**config.mk**
```make
export PLATFORM = sky130hd
export DESIGN_NAME = fifo_with_priority_alarm_slot_unit
export DESIGN_NICKNAME = d
export VERILOG_FILES = /design/src/rtl/afq_pkg.sv /design/src/rtl/fifo_with_priority_alarm_slot_unit.sv /design/src/rtl/afq_store.sv /design/src/rtl/afq_ctrl.sv
export SDC_FILE = /design/constraint.sdc
export NUM_CORES = 1
export LEC_CHECK = 0
export ABC_AREA = 0
export CORE_MARGIN = 3
export CORE_UTILIZATION = 35
export DETAILED_ROUTE_END_ITERATION = 16
export DONT_BUFFER_PORTS = 1
export GPL_TIMING_DRIVEN = 0
export SLEW_MARGIN = 40
export SYNTH_ARGS = -nofsm -noshare
export SYNTH_HDL_FRONTEND = slang
export SYNTH_SLANG_ARGS = --single-unit
```
**constraint.sdc**
```tcl
create_clock -name clk -period 5.1 [get_ports clk]
set_clock_uncertainty 0.1 [all_clocks]
set_input_delay 0.765 -clock clk [delete_from_list [all_inputs] [get_ports clk]]
set_output_delay 0.765 -clock clk [all_outputs]
set_load 0.005 [all_outputs]
```
**src/rtl/afq_pkg.sv**
```systemverilog
// ----------------------------------------------------------------------------
// afq_pkg
// Shared types, codes and defaults for the alarm FIFO queue.
// ----------------------------------------------------------------------------
package afq_pkg;

  localparam int DEF_QUEUE_DEPTH   = 16;
  localparam int DEF_PAYLOAD_WIDTH = 32;

  // fixed field widths of the stream ports
  localparam int KIND_W     = 1;
  localparam int MSG_KIND_W = 2;
  localparam int PAYLOAD_W  = 32;
  localparam int STATUS_W   = 3;
  localparam int TOTAL_W    = 5;

  localparam int IN_TDATA_W  = 40;   // msg_kind + payload, rounded to bytes
  localparam int OUT_TDATA_W = 48;   // status + msg_out + total + alarm, rounded

  localparam logic [KIND_W-1:0]     OP_SEND   = 1'b0;
  localparam logic [KIND_W-1:0]     OP_RECV   = 1'b1;
  localparam logic [MSG_KIND_W-1:0] MK_NORMAL = 2'd0;
  localparam logic [MSG_KIND_W-1:0] MK_ALARM  = 2'd1;

  typedef enum logic [STATUS_W-1:0] {
    STAT_OK       = 3'd0,
    STAT_NO_ROOM  = 3'd1,
    STAT_NULL_MSG = 3'd2,
    STAT_NOT_IMPL = 3'd3,
    STAT_NO_MSG   = 3'd4
  } status_t;

  typedef enum logic {
    S_IDLE,
    S_FETCH
  } state_t;

  typedef struct packed {
    status_t                status;
    logic                   got_alarm;
    logic [PAYLOAD_W-1:0]   msg_out;
    logic [TOTAL_W-1:0]     total_count;
    logic                   alarm_count;
  } res_t;

endpackage

```
**src/rtl/fifo_with_priority_alarm_slot_unit.sv**
```systemverilog
// ----------------------------------------------------------------------------
// fifo_with_priority_alarm_slot_unit
// Message queue: bounded FIFO of normal messages plus one alarm slot.
// ----------------------------------------------------------------------------
//  channel | dir | tdata (low bit up)                          | tuser
//  in_     | in  | msg_kind[1:0], payload[33:2]                 | kind
//  out_    | out | status[2:0], msg_out[34:3], total[39:35],    | got_alarm
//          |     | alarm_count[40]                             |
//
//  One item per cycle unless the result is stalled; a receive served from the
//  FIFO blocks input for a fetch state, as the store's read data is registered.
//  Result sits in an output register; the next item is taken in the cycle
//  that result is transferred. Synchronous active-low reset clears pointers,
//  counts and the alarm slot; store contents stay undefined until written.
module fifo_with_priority_alarm_slot_unit #(
  parameter int QUEUE_DEPTH   = afq_pkg::DEF_QUEUE_DEPTH,
  parameter int PAYLOAD_WIDTH = afq_pkg::DEF_PAYLOAD_WIDTH
) (
  input  logic                             clk,
  input  logic                             rst_n,
  input  logic                             in_tvalid,
  output logic                             in_tready,
  input  logic [afq_pkg::IN_TDATA_W-1:0]   in_tdata,   // msg_kind, payload
  input  logic                             in_tuser,   // kind
  output logic                             out_tvalid,
  input  logic                             out_tready,
  output logic [afq_pkg::OUT_TDATA_W-1:0]  out_tdata,  // status, msg_out, total, alarm
  output logic                             out_tuser   // got_alarm
);
  import afq_pkg::*;

  localparam int AW = $clog2(QUEUE_DEPTH);

  res_t                     res;
  logic                     mem_we, mem_re;
  logic [AW-1:0]            mem_waddr, mem_raddr;
  logic [PAYLOAD_WIDTH-1:0] mem_wdata, mem_rdata;

  afq_ctrl #(
    .QUEUE_DEPTH  (QUEUE_DEPTH),
    .PAYLOAD_WIDTH(PAYLOAD_WIDTH)
  ) u_ctrl (
    .clk        (clk),
    .rst_n      (rst_n),
    .in_valid   (in_tvalid),
    .in_ready   (in_tready),
    .in_kind    (in_tuser),
    .in_msg_kind(in_tdata[MSG_KIND_W-1:0]),
    .in_payload (in_tdata[MSG_KIND_W +: PAYLOAD_W]),
    .out_valid  (out_tvalid),
    .out_ready  (out_tready),
    .out_res    (res),
    .mem_we     (mem_we),
    .mem_waddr  (mem_waddr),
    .mem_wdata  (mem_wdata),
    .mem_re     (mem_re),
    .mem_raddr  (mem_raddr),
    .mem_rdata  (mem_rdata)
  );

  afq_store #(
    .QUEUE_DEPTH  (QUEUE_DEPTH),
    .PAYLOAD_WIDTH(PAYLOAD_WIDTH)
  ) u_store (
    .clk  (clk),
    .we   (mem_we),
    .waddr(mem_waddr),
    .wdata(mem_wdata),
    .re   (mem_re),
    .raddr(mem_raddr),
    .rdata(mem_rdata)
  );

  assign out_tdata = {7'b0, res.alarm_count, res.total_count, res.msg_out, res.status};
  assign out_tuser = res.got_alarm;

endmodule

```
**src/rtl/afq_store.sv**
```systemverilog
// ----------------------------------------------------------------------------
// afq_store
// Message store: one write port, one read port, registered read data.
// ----------------------------------------------------------------------------
module afq_store #(
  parameter int QUEUE_DEPTH   = 16,
  parameter int PAYLOAD_WIDTH = 32,
  localparam int AW           = $clog2(QUEUE_DEPTH)
) (
  input  logic                     clk,
  input  logic                     we,
  input  logic [AW-1:0]            waddr,
  input  logic [PAYLOAD_WIDTH-1:0] wdata,
  input  logic                     re,
  input  logic [AW-1:0]            raddr,
  output logic [PAYLOAD_WIDTH-1:0] rdata
);

  logic [PAYLOAD_WIDTH-1:0] mem [QUEUE_DEPTH];
  logic [PAYLOAD_WIDTH-1:0] rdata_r;

  always_ff @(posedge clk) begin
    if (we) begin
      mem[waddr] <= wdata;
    end
  end

  always_ff @(posedge clk) begin
    if (re) begin
      rdata_r <= mem[raddr];
    end
  end

  assign rdata = rdata_r;

endmodule

```
**src/rtl/afq_ctrl.sv**
```systemverilog
// ----------------------------------------------------------------------------
// afq_ctrl
// Pointers, counts, alarm slot, sequencer and result register.
// ----------------------------------------------------------------------------
module afq_ctrl #(
  parameter int QUEUE_DEPTH   = 16,
  parameter int PAYLOAD_WIDTH = 32,
  localparam int AW           = $clog2(QUEUE_DEPTH),
  localparam int CW           = $clog2(QUEUE_DEPTH + 1)
) (
  input  logic                               clk,
  input  logic                               rst_n,
  input  logic                               in_valid,
  output logic                               in_ready,
  input  logic [afq_pkg::KIND_W-1:0]         in_kind,
  input  logic [afq_pkg::MSG_KIND_W-1:0]     in_msg_kind,
  input  logic [afq_pkg::PAYLOAD_W-1:0]      in_payload,
  output logic                               out_valid,
  input  logic                               out_ready,
  output afq_pkg::res_t                      out_res,
  output logic                               mem_we,
  output logic [AW-1:0]                      mem_waddr,
  output logic [PAYLOAD_WIDTH-1:0]           mem_wdata,
  output logic                               mem_re,
  output logic [AW-1:0]                      mem_raddr,
  input  logic [PAYLOAD_WIDTH-1:0]           mem_rdata
);
  import afq_pkg::*;

  localparam logic [AW-1:0] LAST_IDX = AW'(QUEUE_DEPTH - 1);
  localparam logic [CW-1:0] FULL_CNT = CW'(QUEUE_DEPTH);

  state_t                   state_r, state_nxt;
  logic [AW-1:0]            rd_ptr_r, rd_ptr_nxt;
  logic [AW-1:0]            wr_ptr_r, wr_ptr_nxt;
  logic [CW-1:0]            cnt_r, cnt_nxt;
  logic [PAYLOAD_WIDTH-1:0] alarm_r, alarm_nxt;
  logic                     alarm_vld_r, alarm_vld_nxt;
  logic                     out_valid_r, out_valid_nxt;
  res_t                     res_r, res_nxt;

  logic [PAYLOAD_WIDTH-1:0] pl;
  status_t                  st;
  logic                     got;
  logic [PAYLOAD_WIDTH-1:0] msg;
  logic                     fetch;
  logic [CW:0]              total;

  assign pl       = PAYLOAD_WIDTH'(in_payload);
  assign in_ready = (state_r == S_IDLE) && (!out_valid_r || out_ready);

  always_ff @(posedge clk) begin
    if (!rst_n) begin
      state_r     <= S_IDLE;
      rd_ptr_r    <= '0;
      wr_ptr_r    <= '0;
      cnt_r       <= '0;
      alarm_r     <= '0;
      alarm_vld_r <= 1'b0;
      out_valid_r <= 1'b0;
    end else begin
      state_r     <= state_nxt;
      rd_ptr_r    <= rd_ptr_nxt;
      wr_ptr_r    <= wr_ptr_nxt;
      cnt_r       <= cnt_nxt;
      alarm_r     <= alarm_nxt;
      alarm_vld_r <= alarm_vld_nxt;
      out_valid_r <= out_valid_nxt;
    end
  end

  always_ff @(posedge clk) begin
    res_r <= res_nxt;
  end

  always_comb begin
    state_nxt     = state_r;
    rd_ptr_nxt    = rd_ptr_r;
    wr_ptr_nxt    = wr_ptr_r;
    cnt_nxt       = cnt_r;
    alarm_nxt     = alarm_r;
    alarm_vld_nxt = alarm_vld_r;
    out_valid_nxt = out_valid_r && !out_ready;
    res_nxt       = res_r;
    mem_we        = 1'b0;
    mem_waddr     = wr_ptr_r;
    mem_wdata     = pl;
    mem_re        = 1'b0;
    mem_raddr     = rd_ptr_r;
    st            = STAT_OK;
    got           = 1'b0;
    msg           = '0;
    fetch         = 1'b0;
    total         = '0;

    unique case (state_r)
      S_IDLE: begin
        if (in_valid && in_ready) begin
          if (in_kind == OP_SEND) begin
            if (pl == '0) begin
              st = STAT_NULL_MSG;
            end else begin
              unique case (in_msg_kind)
                MK_ALARM: begin
                  if (alarm_vld_r) begin
                    st = STAT_NO_ROOM;
                  end else begin
                    alarm_nxt     = pl;
                    alarm_vld_nxt = 1'b1;
                  end
                end
                MK_NORMAL: begin
                  if (cnt_r >= FULL_CNT) begin
                    st = STAT_NO_ROOM;
                  end else begin
                    mem_we     = 1'b1;
                    wr_ptr_nxt = (wr_ptr_r == LAST_IDX) ? '0 : wr_ptr_r + 1'b1;
                    cnt_nxt    = cnt_r + 1'b1;
                  end
                end
                default: st = STAT_NOT_IMPL;
              endcase
            end
          end else begin
            if (alarm_vld_r) begin
              got           = 1'b1;
              msg           = alarm_r;
              alarm_nxt     = '0;
              alarm_vld_nxt = 1'b0;
            end else if (cnt_r == '0) begin
              st = STAT_NO_MSG;
            end else begin
              // head comes out of the store in the next cycle, in S_FETCH
              mem_re     = 1'b1;
              fetch      = 1'b1;
              rd_ptr_nxt = (rd_ptr_r == LAST_IDX) ? '0 : rd_ptr_r + 1'b1;
              cnt_nxt    = cnt_r - 1'b1;
            end
          end
          total               = {1'b0, cnt_nxt} + (CW+1)'(alarm_vld_nxt);
          res_nxt.status      = st;
          res_nxt.got_alarm   = got;
          res_nxt.msg_out     = PAYLOAD_W'(msg);
          res_nxt.total_count = TOTAL_W'(total);
          res_nxt.alarm_count = alarm_vld_nxt;
          if (fetch) begin
            state_nxt = S_FETCH;
          end else begin
            out_valid_nxt = 1'b1;
          end
        end
      end
      S_FETCH: begin
        res_nxt.msg_out = PAYLOAD_W'(mem_rdata);
        out_valid_nxt   = 1'b1;
        state_nxt       = S_IDLE;
      end
      default: state_nxt = S_IDLE;
    endcase
  end

  assign out_valid = out_valid_r;
  assign out_res   = res_r;

endmodule

```
-- Word level (Yosys, flattened, before mapping)
Memory sizes are Yosys's and may differ from the RTL's. A register that Yosys moved wholly into a read port is not among the register bits.
Cells that the tools add are included.
- flip-flop bits (word level): 90
- memory bits (writable): 512
- bits of input ports: 45
- output and inout bits: 51
- logic and storage cells: 99
- memories kept: 1
- add/subtract/negate cells: 5
- order comparisons: 1
- equality and inequality tests: 7
- mux-type cells: 53
- bitwise logic cells: 6
- reductions and logical operators: 14
- memory list (name ; depth ; width ; read ports ; clocked after Yosys merged registers in ; wr ports ; line ; source):
    u_store.mem ; 16 ; 32 ; 1 ; 1 ; 1 ; afq_store.sv:19 ; logic [PAYLOAD_WIDTH-1:0] mem [QUEUE_DEPTH];
- operator list (kind ; count):
    32-bit 2-to-1 mux ; 7
    32-bit case mux with 2 select lines ; 1
    5-bit 2-to-1 mux ; 8
    38-bit 2-to-1 mux ; 1
    32-bit logical NOT ; 1
    1-bit 2-to-1 mux ; 27
    3-bit 2-to-1 mux ; 4
    6-bit AND reduction ; 2
    4-bit by 1-bit adder with 4-bit output, second input constant ; 2
    4-bit equality test, second input constant ; 2
    4-bit 2-to-1 mux ; 2
    2-bit != test, second input constant ; 3
    1-bit inverter ; 6
    3-bit case mux with 2 select lines ; 1
    5-bit by 1-bit adder with 5-bit output ; 1
    5-bit by 1-bit adder with 5-bit output, second input constant ; 1
    5-bit greater-or-equal comparator, second input constant ; 1
    5-bit logical NOT ; 1
    5-bit AND reduction ; 1
    5-bit by 1-bit subtractor with 5-bit output, second input constant ; 1
    1-bit case mux with 2 select lines ; 2
    1-bit logical AND ; 3
    2-bit by 1-bit equality test with 1-bit output, second input constant ; 1
    1-bit logical NOT ; 2
    other kinds (5) ; 5

-- Depth between registers and ports, before layout
Gate-level depths: netlist (run 1).
- word-level depth: 10
- depth in mapped cells: 13
- gate-level depth less buffers: 12

-- By module
Synthesis (run 1) repeated with hierarchy kept, for this count alone.
- cell total of the unflattened synthesis: 1262
- area total of the unflattened synthesis: 24422.2 µm²
- modules (own cells, without submodules) (module ; instances ; cells each ; area an instance (µm²) ; sequential area each (µm²)):
    afq_store ; 1 ; 838 ; 20155.6 ; 16335.7
    afq_ctrl ; 1 ; 416 ; 4210.3 ; 2222.1
    fifo_with_priority_alarm_slot_unit ; 1 ; 8 ; 56.3 ; 0.0

-- Worst setup path after synthesis (run 1)
OpenSTA, ideal clock, no wires.
- kind: in2reg
- start: input port out_tready
- end: memory u_store.mem[3][0], enable pin
- setup time: 0.461 ns
- data arrival time: 3.812 ns
- required time: 4.539 ns
- slack: 0.727 ns
- stages on the path: 6
- path buffers: 0
- cell sequence: inv_1 > a21oi_2 > nand2_2 > nor3_4 > nand2_1 > nor3_1
- cells in the longest elaborated chain, start to end: 7
- ends and longest elaborated chain (what ; line ; source):
    from (decl) ; fifo_with_priority_alarm_slot_unit.sv:26 ; input logic out_tready,
    1-bit logical OR ; afq_ctrl.sv:50 ; assign in_ready = (state_r == S_IDLE) && (!out_valid_r || out_ready);
    1-bit logical AND ; afq_ctrl.sv:50 ;
    via in_tready ; fifo_with_priority_alarm_slot_unit.sv:22 ; output logic in_tready,
    1-bit logical AND ; afq_ctrl.sv:98 ; if (in_valid && in_ready) begin
    1-bit 2-to-1 mux ; afq_ctrl.sv:98 ;
    1-bit 2-to-1 mux ; afq_ctrl.sv:96 ; unique case (state_r)
    1-bit 2-to-1 mux ; afq_store.sv:23 ; if (we) begin
    1-bit 2-to-1 mux (implied by the code) ; afq_store.sv:24 ; mem[waddr] <= wdata;
    to (decl) ; afq_store.sv:19 ;
The timed path passes the listed nets, and every way through them passes these cells.

-- Worst setup path in the final report (run 1)
- start: input port in_tdata[25] (netlist bit)
- end: memory u_store.mem[3][15], enable pin
- cells in the longest elaborated chain, start to end: 7
- ends and longest elaborated chain (what ; line ; source):
    from (decl) ; fifo_with_priority_alarm_slot_unit.sv:23 ; input logic [afq_pkg::IN_TDATA_W-1:0] in_tdata,
    32-bit logical NOT ; afq_ctrl.sv:100 ; if (pl == '0) begin
    1-bit 2-to-1 mux ; afq_ctrl.sv:100 ;
    1-bit 2-to-1 mux ; afq_ctrl.sv:99 ; if (in_kind == OP_SEND) begin
    1-bit 2-to-1 mux ; afq_ctrl.sv:98 ;
    1-bit 2-to-1 mux ; afq_ctrl.sv:96 ;
    1-bit 2-to-1 mux ; afq_store.sv:23 ;
    1-bit 2-to-1 mux (implied by the code) ; afq_store.sv:24 ;
Every way passes these cells.

==> results.yml, run 1 <==
clock_network:
  cts_resized: 0
  cts_buffers: 61
  htree_num_levels: 2
  cts_root_buf: "clkbuf_16"
  cts_hold_buf: 0
  clkTransAtPathRegs_ns: 0.07
  cts_buffer_depth: 3
  clock_latency_ns: 0.61
  cts_tree: "done"
  cts_setup_buffers: 0
  cts.sinks: 634
sta:
  worst_pin_slew_ns: 0.837
  drv_slew: 0
  hold_viol_final: 0
  setup_slack_ns: 1.66
  setup_violations: 0
  max-slew-margin-rel_pct: 44.2
  period_share_pct: 67.5
  fmax_mhz: 290
  rsz0062_at_grt: "false"
  period_needed_ns: 3.44
route:
  drtIter0Drc: 1039
  wl_met2_um: 28000
  ant_nets: 0
  totalWireLength_um: 56500
  vias: 11700
  drt-pass1-iter-count: 5
  dr.max_layer_used: "met4"
  met1Wirelength_um: 23300
  wl_met3_um: 4010
  viasPerCell: 5.43
  wl_per_cell_um: 26.3
  drcViolationCount: 0
grt:
  grt_pass1_vias: 12000
  track_usage_pct: 15.9
  grt_max_degree: 24
  overflow: 0
  grt_first_pass_wirelength_um: 83200
  antenna_found_initial: 0
synthesis:
  synth_top_area_cell: "edfxtp_1"
  yosysMostFrequentCell: "edfxtp_1"
  synth_top_area_share_pct: 72.8
  avgSynthCellArea_um2: 22.0
  synth.cell_area_um2: 24200
  synthCells: 1097
  synth_edf_count: 586
  yosys_warnings: 0
  synthArstFlopShare_pct: 0
  synth_ff_type: "edfxtp_1"
  synthTopCellsByCount: "edfxtp_1 (586), mux4_2 (160), a22o_1 (64)"
  ys_ff_latch: 634
  synthTopCellsByArea: "edfxtp_1 (73%), mux4_2 (15%), dfxtp_1 (4.0%), a22o_1 (2.3%), ha_1 (0.52%)"
  ys_types: 61
  ys_seq_area_share_pct: 76.8
layout:
  area_delta_synth_final_pct: 16.7
  seqCellArea_um2: 18600
  multi_input_area_um2: 5370
  final_nets: 1278
  fin_cells: 2148
  layout-drive-gt1-share_pct: 30.4
  diodes: 0
  nFillCells: 5789
floorplan:
  core_region_area_um2: 67800
  row_count: 95
  start_util_pct: 35.7
  die_area_um2: 72200
  fp.dieH_um: 269
  num_io_pins: 96
  die_w_um: 269
setup_path:
  slowest_stage: "nor4_1"
  rr_startpoint: "u_ctrl.state_r"
  worstSetupPathType: "in -> reg"
  slowest_delay_ns: 0.62
  crit_start: "in_tdata[25]"
  critical_path_peak_fanout: 18
  crit_path_start_kind: "primary input"
  crit_chain: "nor4_1 -> nand4_1 -> o21ai_2 -> nor3_4 -> nand2_1 -> nor3_2 -> buf_2 -> buf_2 -> buf_4"
  arrival_ns: 3.72
  worst_setup_path_end_kind: "flop"
  cp_common_cell: "buf_2"
  cp.required_ns: 5.37
min_path:
  hold_start: "in_tdata[20]"
  hold_path.class: "in -> reg"
run:
  cap_viol_max_count: 0
place:
  dp_hpwl_um: 38300
  port_buffers: 0
  place.gp.congestion: 0.766
  pre_cts_ws_ns: 1.04
  dp.cells: 2033
run_status:
  status: "complete, no violations"
power_and_ir_drop:
  power_density_nw_per_um2: 378
  p_leak_nw: 8.76
  ir_worst_vdd_mv: 0.242
-- final cells by class --
cell class | count | area share [%]
Sequential cell | 634 | 65.8
Multi-Input combinational cell | 393 | 19.0
Clock buffer | 102 | 6.57
Tap cell | 873 | 3.87
Timing Repair Buffer | 57 | 2.80
Buffer | 66 | 1.33
Clock inverter | 13 | 0.448
Inverter | 10 | 0.133
-- worst paths after layout --
kind              cells past startpoint  slack, ns            endpoint
hold / removal                        0       0.14  u_store.mem[0][18]
hold reg to reg                       1       0.38  u_ctrl.alarm_r[25]
setup reg to reg                      9       1.81  u_store.mem[3][15]
setup / recovery                      9       1.66  u_store.mem[3][15]
-- flip-flops by register name (all words and copies together) (netlist names) --
name and cells:
u_store.mem 512, u_ctrl.out_res 42, u_ctrl.alarm_r 32, u_store.rdata 32, u_ctrl.cnt_r 5, u_ctrl.mem_raddr 4, u_ctrl.mem_waddr 4, u_ctrl.alarm_vld_r 1
u_ctrl.out_valid 1, u_ctrl.state_r 1
-- worst max-delay path: cells and delay by family --
family	cells	cell delay, ns
AO/OA/AOI/OAI	1	0.51
AND/OR/NAND/NOR	5	1.78
buffers and inverters	3	0.62
-- layout by cell type, fill, tap and decap left out, types with 3 or more instances in the layout --
cell type and instances:
edfxtp_1 586, mux4_2 160, a22o_1 64, clkbuf_16 63
dfxtp_1 48, clkbuf_1 44, buf_4 29, buf_8 23
buf_2 20, nor2_1 20, nand2_1 18, clkbuf_8 15
a21oi_1 15, nor2_4 13, clkbuf_2 11, ha_1 10
buf_16 9, inv_1 8, o21ai_0 8, nor3_1 7
conb_1 7, nor3_2 6, buf_6 6, nor4_1 6
clkinv_2 6, buf_1 4, or3_1 4, clkinv_1 4
nand3_1 3, xor2_1 3, nand4_1 3, mux2i_1 3
-- per-stage QoR --
stage / area (µm²) / total power [W] / hold slack, ns / setup TNS [ns] / util (%)
2_1_floorplan: 24200 / 0.00621 / 0.350 / 0 / -
3_3_place_gp: 25300 / 0.00634 / 0.362 / -439.50 / 37.3
3_5_place_dp: 26200 / 0.00636 / 0.366 / 0 / 38.7
4_1_cts: 28200 / 0.0108 / 0.106 / 0 / 41.6
5_1_grt: 28200 / 0.0110 / 0.113 / 0 / 41.6
6_report: 28200 / 0.0107 / 0.144 / 0 / 41.6
-- logic make-up after synthesis --
logic type | after synthesis | share of synthesized area, %
other cells | 1 | 0.0155
compound gates | 108 | 3.59
flops | 634 | 76.8
xor+xnor | 5 | 0.181
mux | 164 | 15.1
fa+ha+maj | 10 | 0.518
simple gates | 99 | 2.16
buf+inv | 76 | 1.63
-- metal layers --
layer / GRT usage [%] / vias to the layer above
li1: - / 4874
met1: 21.2 / 6311
met2: 26.4 / 390
met3: 3.64 / 78
met4: 4.15 / 0
met5: 0 / -
-- power breakdown --
group	switching (W)	total, W	internal [W]	leakage (nW)
Combinational	0.000238	0.000446	0.000208	2.09
Sequential	0.0000387	0.00579	0.00575	5.71
Clock	0.00186	0.00442	0.00256	0.968
Total	0.00213	0.0107	0.00852	8.76
Note: power is estimated with default switching activity, not from simulation.
==> inputs of run 2 (changes only) <==
Clock period 5.1 ns to 2.94 ns, I/O delays scaled along.
==> run 2 against run 1 <==
Compared with the run above:
- combinational power up 110%
- via count up 0.48%
- utilization up 1.2 points
- sequential cell count unchanged
- sequential power up 73%
- count of clock-buffer cells in the layout down 2
- cell count up 2.5%
==> results.yml, run 2 (synthesized netlist as in run 1, its figures left out) <==
sta:
  max-slew-margin-rel_pct: 43.6
  period_share_pct: 97.2
  worst_pin_slew_ns: 0.846
  fmax_mhz: 350
  finalSetupTns_ns: 0
  hold_viol_final: 0
  drv_slew: 0
  period_needed_ns: 2.86
  rsz0062_at_grt: "true"
  setup_violations: 0
  setup_slack_ns: 0.0838
  hold_slack_ns: 0.0617
run_status:
  status: "complete, no violations"
place:
  pre_cts_ws_ns: -0.620
  port_buffers: 0
  place.gp.congestion: 0.787
  dp_hpwl_um: 37400
layout:
  largest_reg_flops: 512
  final_nets: 1326
  top_register: "u_store.mem"
  layout_common_cells: "edfxtp_1 (586), mux4_2 (160), clkbuf_16 (71), a22o_1 (64), dfxtp_1 (48)"
  layout-drive-gt1-share_pct: 31.0
  final_common_cell: "edfxtp_1"
  area_delta_synth_final_pct: 20.1
  fin_util_pct: 42.9
grt:
  antenna_found_initial: 9
  overflow: 0
  grt_first_pass_wirelength_um: 84700
  grt_pass1_vias: 12300
  grt_max_degree: 23
  track_usage_pct: 16.4
setup_path:
  crit_path_start_kind: "flop"
  critPathBufInv: 2
  worstSetupPathType: "reg -> reg"
  arrival_ns: 3.04
  r2r_slack_ns: 0.08
  cp.required_ns: 3.13
  r2r-end: "u_store.mem[14][17]"
  slowest_delay_ns: 0.46
  worst_setup_path_end_kind: "flop"
  crit_chain: "buf_2 -> a21oi_2 -> nand2_2 -> nor3_4 -> nand2_1 -> nor2_4 -> buf_16"
  path_delay_family: "simple AND/OR/NAND/NOR gates"
  slowest_stage: "nor2_4"
  rr_startpoint: "u_ctrl.state_r"
  reg2reg_depth: 7
  critical_path_peak_fanout: 15
  crit_start: "u_ctrl.state_r"
floorplan:
  die_w_um: 269
  num_io_pins: 96
  die_area_um2: 72200
  start_util_pct: 35.7
  row_count: 95
  fp.dieH_um: 269
  core_region_area_um2: 67800
route:
  drtIter0Drc: 1088
  totalWireLength_um: 58600
  ant_nets: 0
  wl_per_cell_um: 26.6
  drcViolationCount: 0
  drt-pass1-iter-count: 5
  viasPerCell: 5.32
  vias: 11700
clock_network:
  cts_buffer_depth: 3
  clkTransAtPathRegs_ns: 0.05
  cts_tree: "done"
  htree_num_levels: 3
  clock_latency_ns: 0.58
  cts_buffers: 68
  cts_root_buf: "clkbuf_16"
  cts.sinks: 634
power_and_ir_drop:
  ir_worst_vdd_mv: 0.345
  p_leak_nw: 9.09
  power_density_nw_per_um2: 676
min_path:
  min_delay_worst_endpoint: "u_ctrl.out_res[39]"
  hold_path.class: "in -> reg"
  worstHoldPathCells: 2
  hold_start: "in_tdata[0]"
run:
  cap_viol_max_count: 0
## run 2: cell count changes in the layout (fill, tap and decap cells not counted), moves of 7 or more
| cell | delta |
|---|---|
| clkbuf_8 | -8 |
| buf_4 | +7 |
| dlygate4sd3_1 | +35 |
| buf_8 | -11 |
| clkbuf_16 | +8 |
| buf_6 | +9 |
## run 2: power breakdown
| part | switching [W] | internal (W) |
|---|---|---|
| Clock | 0.00338 | 0.00526 |
| Combinational | 0.000528 | 0.000401 |
| Sequential | 0.0000655 | 0.00998 |
| Total | 0.00397 | 0.0156 |
## run 2: worst max path at each step
stage | slack [ns] | cells after the start | end
6_report | 0.08 | 7 | u_store.mem[14][17]
5_1_grt | -0.04 | 12 | u_ctrl.out_res[5]
4_1_cts | 0.03 | 7 | u_store.mem[5][2]
3_5_place_dp | -0.62 | 8 | u_store.mem[11][10]
3_3_place_gp | -2.36 | 6 | u_store.mem[11][17]
2_1_floorplan | -0.25 | 6 | u_store.mem[15][0]
## run 2: worst register-to-register path, delay by kind of cell (launching register included)
family	cells	cell delay (ns)
DFF	1	0.29
buffers and inverters	2	0.44
AOI/OAI and AO/OA	1	0.28
and+or+nand+nor	4	1.45
## run 2: stage by stage
step | total power, W | cell area, µm² | std cells
2_1_floorplan | 0.0108 | 24200 | 1103
5_1_grt | 0.0202 | 29000 | 2202
3_5_place_dp | 0.0110 | 26200 | 2017
3_3_place_gp | 0.0110 | 25300 | 1976
6_report | 0.0196 | 29000 | 2202
4_1_cts | 0.0198 | 28900 | 2189
## run 2: cell type report
| cell class | instances | area, µm² |
|---|---|---|
| diodes | 5 | 12.5 |
| plain buffers | 66 | 392 |
| clock buffers | 100 | 1940 |
| clock inverters | 23 | 312 |
| fillers | 5791 | 38700 |
| inverters | 10 | 37.5 |
| multi-input cells | 393 | 5430 |
| flip-flops and latches | 634 | 18600 |
| well taps | 873 | 1090 |
| repair buffers | 98 | 1270 |
## run 2: repair_timing
item	CTS	global route
setup endpoints to repair	150	115
pin swaps	8	3
gates resized for setup	9	15
hold endpoints to repair	548	0
hold buffers	35	0
setup buffers	14	7
## run 2: per-layer routing
metal,share of wire (%),track usage (%),wire length (µm),up-vias
met5,0.10,0,59,-
met4,2.5,5.85,1450,8
met3,8.2,5.30,4820,85
met2,48,26.2,28400,388
met1,41,21.2,23900,6254
li1,-,-,-,4974
